## src/rtl/core/pptc_pkg.sv

```systemverilog
`timescale 1ns / 1ps
// ---------------------------------------------------------------------------
// pptc_pkg
// Shared types and constants of the position PID thrust controller.
// ---------------------------------------------------------------------------
package pptc_pkg;

  localparam int THRUST_HI    = 160;
  localparam int THRUST_LO    = 66;
  localparam int WINDUP_LIMIT = 40;
  localparam int POS_MIN      = -65536;
  localparam int POS_MAX      = 131071;
  localparam int DIV_STEPS    = 32;
  localparam int DIV_CNT_W    = $clog2(DIV_STEPS);
  localparam int CFG_IDX_W    = 4;

  typedef enum logic [CFG_IDX_W-1:0] {
    REG_SETPOINT      = 4'd0,
    REG_TRAVEL_LENGTH = 4'd1,
    REG_KP            = 4'd2,
    REG_KI_SCALED     = 4'd3,
    REG_KD_SCALED     = 4'd4,
    REG_BIAS          = 4'd5,
    REG_LOW_CODE      = 4'd6,
    REG_HIGH_CODE     = 4'd7
  } reg_idx_t;

  typedef struct packed {
    logic [15:0] setpoint;
    logic [15:0] travel_length;
    logic [15:0] kp;
    logic [15:0] ki_scaled;
    logic [15:0] kd_scaled;
    logic [15:0] bias;
    logic [15:0] low_code;
    logic [15:0] high_code;
  } cfg_t;

  typedef enum logic [3:0] {
    OP_NONE,
    OP_LOAD,
    OP_MUL_POS,
    OP_DIV_INIT,
    OP_DIV_STEP,
    OP_POS,
    OP_ERR,
    OP_MUL_P,
    OP_MUL_D,
    OP_PD,
    OP_SUM,
    OP_MUL_I,
    OP_TOTAL,
    OP_OUT
  } dp_op_t;

  typedef enum logic [3:0] {
    S_IDLE,
    S_MUL_POS,
    S_DIV_INIT,
    S_DIV,
    S_POS,
    S_ERR,
    S_MUL_P,
    S_MUL_D,
    S_PD,
    S_SUM,
    S_MUL_I,
    S_TOTAL,
    S_OUT
  } state_t;

  typedef struct packed {
    dp_op_t op;
  } dp_ctrl_t;

  typedef struct packed {
    logic div_last;
    logic out_stall;
  } dp_stat_t;

endpackage

```

## src/rtl/core/pptc_regs.sv

```systemverilog
`timescale 1ns / 1ps
// ---------------------------------------------------------------------------
// pptc_regs
// Configuration register file, written through the cfg channel.
// ---------------------------------------------------------------------------
module pptc_regs (
  input  logic                          clk,
  input  logic                          rst_n,
  input  logic                          cfg_valid,
  output logic                          cfg_ready,
  input  logic [pptc_pkg::CFG_IDX_W-1:0] cfg_index,
  input  logic [15:0]                   cfg_data,
  output pptc_pkg::cfg_t                cfg
);
  import pptc_pkg::*;

  cfg_t cfg_r;

  assign cfg_ready = 1'b1;
  assign cfg       = cfg_r;

  always_ff @(posedge clk) begin
    if (!rst_n) begin
      cfg_r.setpoint      <= 16'd10240;
      cfg_r.travel_length <= 16'd17152;
      cfg_r.kp            <= 16'd11878;
      cfg_r.ki_scaled     <= 16'd307;
      cfg_r.kd_scaled     <= 16'd328;
      cfg_r.bias          <= 16'd23040;
      cfg_r.low_code      <= 16'd0;
      cfg_r.high_code     <= 16'd65535;
    end else if (cfg_valid) begin
      unique case (cfg_index)
        REG_SETPOINT:      cfg_r.setpoint      <= cfg_data;
        REG_TRAVEL_LENGTH: cfg_r.travel_length <= cfg_data;
        REG_KP:            cfg_r.kp            <= cfg_data;
        REG_KI_SCALED:     cfg_r.ki_scaled     <= cfg_data;
        REG_KD_SCALED:     cfg_r.kd_scaled     <= cfg_data;
        REG_BIAS:          cfg_r.bias          <= cfg_data;
        REG_LOW_CODE:      cfg_r.low_code      <= cfg_data;
        REG_HIGH_CODE:     cfg_r.high_code     <= cfg_data;
        default: begin
        end
      endcase
    end
  end

endmodule

```

## src/rtl/core/pptc_ctrl.sv

```systemverilog
`timescale 1ns / 1ps
// ---------------------------------------------------------------------------
// pptc_ctrl
// Sequencer that steps the datapath through one control tick.
// ---------------------------------------------------------------------------
module pptc_ctrl (
  input  logic                clk,
  input  logic                rst_n,
  input  logic                in_tvalid,
  output logic                in_tready,
  input  pptc_pkg::dp_stat_t  stat,
  output pptc_pkg::dp_ctrl_t  ctrl
);
  import pptc_pkg::*;

  state_t state_r;
  state_t state_nxt;

  always_ff @(posedge clk) begin
    if (!rst_n) begin
      state_r <= S_IDLE;
    end else begin
      state_r <= state_nxt;
    end
  end

  always_comb begin
    state_nxt = state_r;
    ctrl.op   = OP_NONE;
    in_tready = 1'b0;
    unique case (state_r)
      S_IDLE: begin
        in_tready = 1'b1;
        if (in_tvalid) begin
          ctrl.op   = OP_LOAD;
          state_nxt = S_MUL_POS;
        end
      end
      S_MUL_POS: begin
        ctrl.op   = OP_MUL_POS;
        state_nxt = S_DIV_INIT;
      end
      S_DIV_INIT: begin
        ctrl.op   = OP_DIV_INIT;
        state_nxt = S_DIV;
      end
      S_DIV: begin
        ctrl.op = OP_DIV_STEP;
        if (stat.div_last) begin
          state_nxt = S_POS;
        end
      end
      S_POS: begin
        ctrl.op   = OP_POS;
        state_nxt = S_ERR;
      end
      S_ERR: begin
        ctrl.op   = OP_ERR;
        state_nxt = S_MUL_P;
      end
      S_MUL_P: begin
        ctrl.op   = OP_MUL_P;
        state_nxt = S_MUL_D;
      end
      S_MUL_D: begin
        ctrl.op   = OP_MUL_D;
        state_nxt = S_PD;
      end
      S_PD: begin
        ctrl.op   = OP_PD;
        state_nxt = S_SUM;
      end
      S_SUM: begin
        ctrl.op   = OP_SUM;
        state_nxt = S_MUL_I;
      end
      S_MUL_I: begin
        ctrl.op   = OP_MUL_I;
        state_nxt = S_TOTAL;
      end
      S_TOTAL: begin
        ctrl.op   = OP_TOTAL;
        state_nxt = S_OUT;
      end
      S_OUT: begin
        ctrl.op = OP_OUT;
        if (!stat.out_stall) begin
          state_nxt = S_IDLE;
        end
      end
      default: begin
        state_nxt = S_IDLE;
      end
    endcase
  end

endmodule

```

## src/rtl/core/pptc_dp.sv

```systemverilog
`timescale 1ns / 1ps
// ---------------------------------------------------------------------------
// pptc_dp
// Datapath: shared multiplier, radix-2 divider, PID terms and output register.
// ---------------------------------------------------------------------------
module pptc_dp #(
  parameter int SAMPLE_BITS    = 16,
  parameter int GAIN_FRAC_BITS = 12
) (
  input  logic                clk,
  input  logic                rst_n,
  input  pptc_pkg::cfg_t      cfg,
  input  pptc_pkg::dp_ctrl_t  ctrl,
  output pptc_pkg::dp_stat_t  stat,
  input  logic [15:0]         in_tdata,
  output logic                out_tvalid,
  input  logic                out_tready,
  output logic [39:0]         out_tdata
);
  import pptc_pkg::*;

  localparam int          CODE_BITS = (SAMPLE_BITS < 16) ? SAMPLE_BITS : 16;
  localparam logic [15:0] CODE_MASK = 16'((17'd1 << CODE_BITS) - 17'd1);
  localparam int          PROD_W    = 50;
  localparam int          BIAS_W    = 17 + GAIN_FRAC_BITS;
  localparam int          TOT_W     = ((PROD_W > BIAS_W) ? PROD_W : BIAS_W) + 2;

  localparam logic signed [36:0] WIN_LIM =
    37'(WINDUP_LIMIT * 256) << GAIN_FRAC_BITS;
  localparam logic signed [TOT_W-1:0] THR_HI_FULL =
    TOT_W'(THRUST_HI * 256) << GAIN_FRAC_BITS;
  localparam logic signed [TOT_W-1:0] THR_LO_FULL =
    TOT_W'(THRUST_LO * 256) << GAIN_FRAC_BITS;
  localparam logic signed [31:0] SUM_MAX = 32'sh7FFF_FFFF;
  localparam logic signed [31:0] SUM_MIN = 32'sh8000_0000;

  logic signed [16:0]        diff_r;
  logic signed [16:0]        den_r;
  logic                      fault_r;
  logic signed [PROD_W-1:0]  prod_r;
  logic [31:0]               quo_r;
  logic [15:0]               rem_r;
  logic [15:0]               den_mag_r;
  logic                      neg_r;
  logic [DIV_CNT_W-1:0]      div_cnt_r;
  logic signed [17:0]        pos_r;
  logic signed [17:0]        err_r;
  logic signed [18:0]        derr_r;
  logic signed [34:0]        pterm_r;
  logic signed [36:0]        pd_r;
  logic                      hold_r;
  logic signed [17:0]        last_error_r;
  logic signed [31:0]        error_sum_r;
  logic signed [TOT_W-1:0]   total_r;
  logic                      out_tvalid_r;
  logic [39:0]               out_tdata_r;

  logic [15:0]               s_m;
  logic [15:0]               lo_m;
  logic [15:0]               hi_m;
  logic signed [16:0]        mul_a;
  logic signed [32:0]        mul_b;
  logic signed [PROD_W-1:0]  mul_p;
  logic signed [33:0]        num_abs;
  logic signed [16:0]        den_abs;
  logic [16:0]               trial;
  logic                      trial_ge;
  logic signed [33:0]        q_s;
  logic signed [34:0]        p_full;
  logic signed [17:0]        pos_sat;
  logic signed [18:0]        err_full;
  logic signed [18:0]        derr;
  logic signed [32:0]        sum_full;
  logic signed [31:0]        sum_sat;
  logic                      hold;
  logic signed [TOT_W-1:0]   bias_sh;
  logic signed [TOT_W-1:0]   total;
  logic [15:0]               thrust;
  logic                      out_stall;

  assign s_m  = in_tdata & CODE_MASK;
  assign lo_m = cfg.low_code & CODE_MASK;
  assign hi_m = cfg.high_code & CODE_MASK;

  always_comb begin
    unique case (ctrl.op)
      OP_MUL_P: mul_a = $signed({1'b0, cfg.kp});
      OP_MUL_D: mul_a = $signed({1'b0, cfg.kd_scaled});
      OP_MUL_I: mul_a = $signed({1'b0, cfg.ki_scaled});
      default:  mul_a = $signed({1'b0, cfg.travel_length});
    endcase
    unique case (ctrl.op)
      OP_MUL_P: mul_b = {{15{err_r[17]}}, err_r};
      OP_MUL_D: mul_b = {{14{derr_r[18]}}, derr_r};
      OP_MUL_I: mul_b = {error_sum_r[31], error_sum_r};
      default:  mul_b = {{16{diff_r[16]}}, diff_r};
    endcase
  end

  assign mul_p = mul_a * mul_b;

  assign num_abs  = prod_r[33] ? -$signed(prod_r[33:0]) : $signed(prod_r[33:0]);
  assign den_abs  = den_r[16] ? -den_r : den_r;
  assign trial    = {rem_r, quo_r[31]};
  assign trial_ge = (trial >= {1'b0, den_mag_r});

  always_comb begin
    q_s    = neg_r ? -$signed({2'b00, quo_r}) : $signed({2'b00, quo_r});
    p_full = $signed({19'd0, cfg.travel_length}) - {q_s[33], q_s};
    if (fault_r) begin
      pos_sat = '0;
    end else if (p_full < POS_MIN) begin
      pos_sat = 18'(POS_MIN);
    end else if (p_full > POS_MAX) begin
      pos_sat = 18'(POS_MAX);
    end else begin
      pos_sat = p_full[17:0];
    end
  end

  assign err_full = $signed({3'b000, cfg.setpoint}) - {pos_r[17], pos_r};
  assign derr     = {err_r[17], err_r} - {last_error_r[17], last_error_r};

  always_comb begin
    sum_full = {error_sum_r[31], error_sum_r} + {{15{err_r[17]}}, err_r};
    if (sum_full[32] != sum_full[31]) begin
      sum_sat = sum_full[32] ? SUM_MIN : SUM_MAX;
    end else begin
      sum_sat = sum_full[31:0];
    end
  end

  assign hold    = !(pd_r < WIN_LIM);
  assign bias_sh = $signed(TOT_W'(cfg.bias) << GAIN_FRAC_BITS);
  assign total   = bias_sh + TOT_W'(pd_r) + TOT_W'(prod_r);

  always_comb begin
    if (total_r >= THR_HI_FULL) begin
      thrust = 16'(THRUST_HI * 256);
    end else if (total_r < THR_LO_FULL) begin
      thrust = 16'(THRUST_LO * 256);
    end else begin
      thrust = total_r[GAIN_FRAC_BITS +: 16];
    end
  end

  assign out_stall      = out_tvalid_r && !out_tready;
  assign stat.out_stall = out_stall;
  assign stat.div_last  = (div_cnt_r == DIV_CNT_W'(DIV_STEPS - 1));
  assign out_tvalid     = out_tvalid_r;
  assign out_tdata      = out_tdata_r;

  always_ff @(posedge clk) begin
    unique case (ctrl.op)
      OP_LOAD: begin
        diff_r  <= $signed({1'b0, s_m}) - $signed({1'b0, lo_m});
        den_r   <= $signed({1'b0, hi_m}) - $signed({1'b0, lo_m});
        fault_r <= (hi_m == lo_m);
      end
      OP_MUL_POS: prod_r <= mul_p;
      OP_DIV_INIT: begin
        quo_r     <= num_abs[31:0];
        den_mag_r <= den_abs[15:0];
        neg_r     <= prod_r[33] ^ den_r[16];
        rem_r     <= '0;
        div_cnt_r <= '0;
      end
      OP_DIV_STEP: begin
        rem_r     <= trial_ge ? 16'(trial - {1'b0, den_mag_r}) : trial[15:0];
        quo_r     <= {quo_r[30:0], trial_ge};
        div_cnt_r <= div_cnt_r + 1'b1;
      end
      OP_POS: pos_r <= pos_sat;
      OP_ERR: err_r <= err_full[17:0];
      OP_MUL_P: begin
        prod_r <= mul_p;
        derr_r <= derr;
      end
      OP_MUL_D: begin
        prod_r  <= mul_p;
        pterm_r <= prod_r[34:0];
      end
      OP_PD: pd_r <= $signed(pterm_r) + $signed(prod_r[35:0]);
      OP_MUL_I: prod_r <= mul_p;
      OP_TOTAL: total_r <= total;
      OP_OUT: begin
        if (!out_stall) begin
          out_tdata_r <= {4'b0000, fault_r, hold_r, pos_r, thrust};
        end
      end
      default: begin
      end
    endcase
  end

  always_ff @(posedge clk) begin
    if (!rst_n) begin
      last_error_r <= '0;
      error_sum_r  <= '0;
      hold_r       <= 1'b0;
      out_tvalid_r <= 1'b0;
    end else begin
      if (ctrl.op == OP_SUM) begin
        hold_r       <= hold;
        last_error_r <= err_r;
        if (!hold) begin
          error_sum_r <= sum_sat;
        end
      end
      if (ctrl.op == OP_OUT && !out_stall) begin
        out_tvalid_r <= 1'b1;
      end else if (out_tready) begin
        out_tvalid_r <= 1'b0;
      end
    end
  end

endmodule

```

## src/rtl/core/position_pid_thrust_controller.sv

```systemverilog
`timescale 1ns / 1ps
// ---------------------------------------------------------------------------
// position_pid_thrust_controller
// Maps a potentiometer sample to a position and runs a PID law with
// conditional integration to produce a clamped thrust command.
//
// Channels: in_* carries one sample per transaction; out_* returns one
// result per sample; cfg_* writes the eight gain and calibration registers
// and is always ready. Write configuration only while no sample is in work.
// Timing: a new sample is taken only once the previous one has run through
// all states and its result has entered the output register. The time
// is set by the 32-step bit-serial divider of the position mapping and the
// single shared multiplier used in turn for the mapping, P, D and I terms.
// Reset (rst_n low, synchronous) restores the register defaults and clears
// the integral and the stored previous error.
// A stalled receiver holds the result in the output register; the next
// sample is still accepted and processed, and its result waits until the
// register is free.
// ---------------------------------------------------------------------------
module position_pid_thrust_controller #(
  parameter int SAMPLE_BITS    = 16,
  parameter int GAIN_FRAC_BITS = 12
) (
  input  logic                           clk,
  input  logic                           rst_n,
  input  logic                           in_tvalid,
  output logic                           in_tready,
  input  logic [15:0]                    in_tdata,   // [15:0] sample
  output logic                           out_tvalid,
  input  logic                           out_tready,
  // [15:0] thrust, [33:16] position, [34] windup_hold, [35] span_fault
  output logic [39:0]                    out_tdata,
  input  logic                           cfg_valid,
  output logic                           cfg_ready,
  input  logic [pptc_pkg::CFG_IDX_W-1:0] cfg_index,
  input  logic [15:0]                    cfg_data
);
  import pptc_pkg::*;

  cfg_t     cfg;
  dp_ctrl_t ctrl;
  dp_stat_t stat;

  pptc_regs u_regs (
    .clk       (clk),
    .rst_n     (rst_n),
    .cfg_valid (cfg_valid),
    .cfg_ready (cfg_ready),
    .cfg_index (cfg_index),
    .cfg_data  (cfg_data),
    .cfg       (cfg)
  );

  pptc_ctrl u_ctrl (
    .clk       (clk),
    .rst_n     (rst_n),
    .in_tvalid (in_tvalid),
    .in_tready (in_tready),
    .stat      (stat),
    .ctrl      (ctrl)
  );

  pptc_dp #(
    .SAMPLE_BITS    (SAMPLE_BITS),
    .GAIN_FRAC_BITS (GAIN_FRAC_BITS)
  ) u_dp (
    .clk        (clk),
    .rst_n      (rst_n),
    .cfg        (cfg),
    .ctrl       (ctrl),
    .stat       (stat),
    .in_tdata   (in_tdata),
    .out_tvalid (out_tvalid),
    .out_tready (out_tready),
    .out_tdata  (out_tdata)
  );

endmodule
```

## config.mk

```make
export PLATFORM = sky130hd
export DESIGN_NAME = position_pid_thrust_controller
export DESIGN_NICKNAME = d
export VERILOG_FILES = /design/src/rtl/core/pptc_pkg.sv /design/src/rtl/core/pptc_regs.sv /design/src/rtl/core/pptc_ctrl.sv /design/src/rtl/core/pptc_dp.sv /design/src/rtl/core/position_pid_thrust_controller.sv
export SDC_FILE = /design/constraint.sdc
export NUM_CORES = 2
export LEC_CHECK = 0
export ABC_CLOCK_PERIOD_IN_PS = 9600
export BUFFER_PORTS_ARGS = -buffer_cell sky130_fd_sc_hd__clkbuf_2
export CORE_MARGIN = 2
export CORE_UTILIZATION = 59
export CTS_CLUSTER_DIAMETER = 150
export DETAILED_ROUTE_END_ITERATION = 8
export PLACE_DENSITY = 0.76
export SYNTH_ARGS = -nofsm -noshare
export SYNTH_HDL_FRONTEND = slang
export SYNTH_HIERARCHICAL = 1
export SYNTH_SLANG_ARGS = --single-unit
```

## constraint.sdc

```tcl
create_clock -name clk -period 9.6 [get_ports clk]
set_input_delay 0.96 -clock clk [delete_from_list [all_inputs] [get_ports clk]]
set_output_delay 0.96 -clock clk [all_outputs]
set_load 0.02 [all_outputs]
```

==> flow_summary_export.csv <==
group,metric,value,unit
synthesis,yosysSeqAreaShare,28.3,%
die,rows,107,
finish,finalNonFillerCells,6838,
sta,layout_min_cycle_time,9.12,ns
clock_tree,clk_pin_slew,0.06,ns
power_and_ir_drop,powerDensity,247,nW/um^2
die,floorplan.die.width,298,um
worst_setup_path,timing.rr.start,"u_ctrl/state_r[1]",
die,die-area,88600,um^2
clock_tree,cts_made_buffers,58,
synthesis,synth.avg_cell_area,9.42,um^2
finish,most-common-layout-cells,"797 x inv_1, 677 x nand2_1, 518 x fa_1, 372 x ha_1, 357 x edfxtp_1",
worst_setup_path,required,9.92,ns
power_and_ir_drop,fin_total_pwr,14.0,mW
hold_path,hp-class,"reg -> reg",
clock_tree,cts.sinks,541,
finish,final_common_cell,"inv_1",
synthesis,synth_compound_area_share,13.2,%
clock_tree,clock_latency,0.68,ns
power_and_ir_drop,p_leak,25.2,nW
synthesis,muxShareOfSynthArea,2.07,%
detailed_routing,dr_wl_met2,63300,um
worst_setup_path,endpoint_kind,"register",
detailed_routing,met3_length,9880,um
placed_design,gp_congestion,0.967,
clock_tree,htree_levels,2,
detailed_routing,viasPerCell,5.85,
placed_design,dp_hpwl,107000,um
sta,finalSetupViolCount,0,
worst_setup_path,max_stage_delay,0.61,ns
placed_design,preCtsSetupSlack,-0.0653,ns
detailed_routing,wire_per_inst,19.7,um
clock_tree,clock_path_buffers,3,
finish,synthToLayoutAreaGrowth,11.3,%
die,core_area,85300,um^2
worst_setup_path,cp_max_fo,30,
worst_setup_path,cp-startpoint,"u_ctrl/state_r[1]",
sta,fmaxAchievable,110,MHz
run_status,status,"finished, final reports clean",
clock_tree,cts_tree,"built",
placed_design,placed_cells,6732,
sta,hold_ws,0.438,ns
detailed_routing,num_vias,40000,
detailed_routing,routed_wl,135000,um
finish,drive_gt1_share,10.3,%
synthesis,synth_top_family_by_area,"adder cells",
power_and_ir_drop,vdd_drop_max,257,uV
synthesis,synth_edf_count,357,
die,start_util,59.6,%
worst_setup_path,critPathLaunchType,"register",
synthesis,synth-adder-area-share,30.2,%
finish,insertedDiodeCount,0,
global_routing,grt_use_total,30.7,%
sta,worstMarginPinSlew,1.20,ns
detailed_routing,top_layer,"met5",
global_routing,antenna_found_initial,3,
sta,hold_viol,0,
detailed_routing,drtIter0Drc,3630,
run,cap_violations,0,
worst_setup_path,cp.arrival,9.44,ns
finish,nets,6580,
sta,rsz0062_at_grt,"no",
synthesis,synth-async-reset-ratio,0,%
global_routing,grt_overflow_total,0,
hold_path,min_from,"u_dp/hold_r",
clock_tree,ctsHoldBuffers,0,
die,io_pins,84,
synthesis,ys_warn_count,6,
synthesis,yosys.area_share.xor_xnor,5.06,%
placed_design,numPortBuffers,78,
worst_setup_path,path_class,"reg -> reg",
synthesis,yosysUniqueCellTypes,97,
detailed_routing,drc,0,
detailed_routing,wl_met1,55000,um
global_routing,grt_pass1_vias,40400,
sta,skew,0.104,ns
detailed_routing,first_pass_iters,6,
synthesis,synth-seq-cells,541,
synthesis,synth_ff_type,"edfxtp_1",
sta,period_share,95.0,%
synthesis,synth-simple-area-share,13.5,%
synthesis,syn_area,50900,um^2
detailed_routing,ant_nets,0,
global_routing,grt_max_degree,79,
worst_setup_path,reg2reg_slack,0.48,ns
die,fp.dieH,298,um
worst_setup_path,slowest_stage,"fa_1",
sta,slew_headroom,20.1,%
clock_tree,cts_root_buffer,"clkbuf_16",
global_routing,grt_pass1_wl,216000,um
synthesis,synth_cells,5396,
sta,worst_slack,0.479,ns
sta,slew_viol_final,0,
==> critical path: cells and delay by family (launching register included) <==
family	cells	cell delay (ns)
AOI/OAI and AO/OA	9	1.83
xor gates and xnor gates	1	0.17
adders and majority gates	7	3.51
buffers and inverters	11	1.43
DFF	1	0.38
and+or+nand+nor	6	1.43
==> per-stage QoR <==
step                setup TNS, ns  area (um^2)  utilization, %
floorplan                       0        50900               -
global placement                0        54600            64.0
detailed placement         -0.129        54600            64.0
CTS                             0        56600            66.3
global route                    0        56600            66.4
finish                          0        56600            66.4
==> cell type report <==
type                    instances  area [um^2]
clock buffers                  77         1630
clock inverters                28          357
fillers                      6823        28700
inverters                     797         2990
multi-input cells            3856        32700
flip-flops and latches        541        14400
well taps                    1144         1430
repair buffers                395         3070
==> logic make-up (layout without fill, tap and decap cells) <==
family | count (synthesis) | in the layout
AO/OA/AOI/OAI | 1033 | 1033
XOR/XNOR | 294 | 294
adder cells (fa/ha/maj) | 921 | 921
buffers and inverters | 1002 | 1297
flip-flops | 541 | 541
multiplexers | 105 | 105
other | 2 | 5
AND/OR/NAND/NOR | 1498 | 1498
==> layer usage <==
metal | vias up | GRT usage, %
met5 | - | 0
met4 | 4 | 12.7
met3 | 351 | 4.76
met2 | 1436 | 51.2
met1 | 19700 | 40.0
li1 | 18600 | -
==> Yosys cell counts, types with 118 or more instances <==
library cell	instances	area (um^2)
nand2_1	678	2540
a21oi_1	266	1330
xnor2_1	176	1540
xor2_1	118	1030
dfxtp_1	184	3680
ha_1	372	4650
fa_1	518	10400
edfxtp_1	357	10700
nor2_1	333	1250
inv_1	797	2990
clkbuf_1	160	601
o21ai_0	256	1280
==> repair_timing <==
| item | in CTS | in global routing |
|---|---|---|
| setup endpoints to repair | 0 | 14 |
| buffers inserted | 0 | 1 |
| resized for setup | 0 | 20 |
==> path summary, 6_finish.rpt <==
path | to | cells past startpoint
min reg2reg | u_dp/out_tdata[34] | 0
max | u_dp/prod_r[48] | 34
min | u_dp/out_tdata[34] | 0
max reg2reg | u_dp/prod_r[48] | 34
==> where the power goes <==
part           switching, mW  total (mW)  internal (mW)
Sequential             0.292        3.36           3.06
Combinational           4.59        8.34           3.75
Clock                  0.971        2.31           1.33
==> registers in the layout, indices dropped and copies added, names as in the netlist, 17 cells and up <==
signal / flops
u_dp/derr_r: 19
u_dp/total_r: 39
u_dp/diff_r: 17
u_dp/err_r: 18
u_dp/pos_r: 18
u_dp/out_tdata: 36
u_regs/cfg: 128
u_dp/quo_r: 32
u_dp/last_error_r: 18
u_dp/pd_r: 37
u_dp/error_sum_r: 32
u_dp/prod_r: 50
u_dp/pterm_r: 35
u_dp/den_r: 17
(Power assumes the default switching activity.)
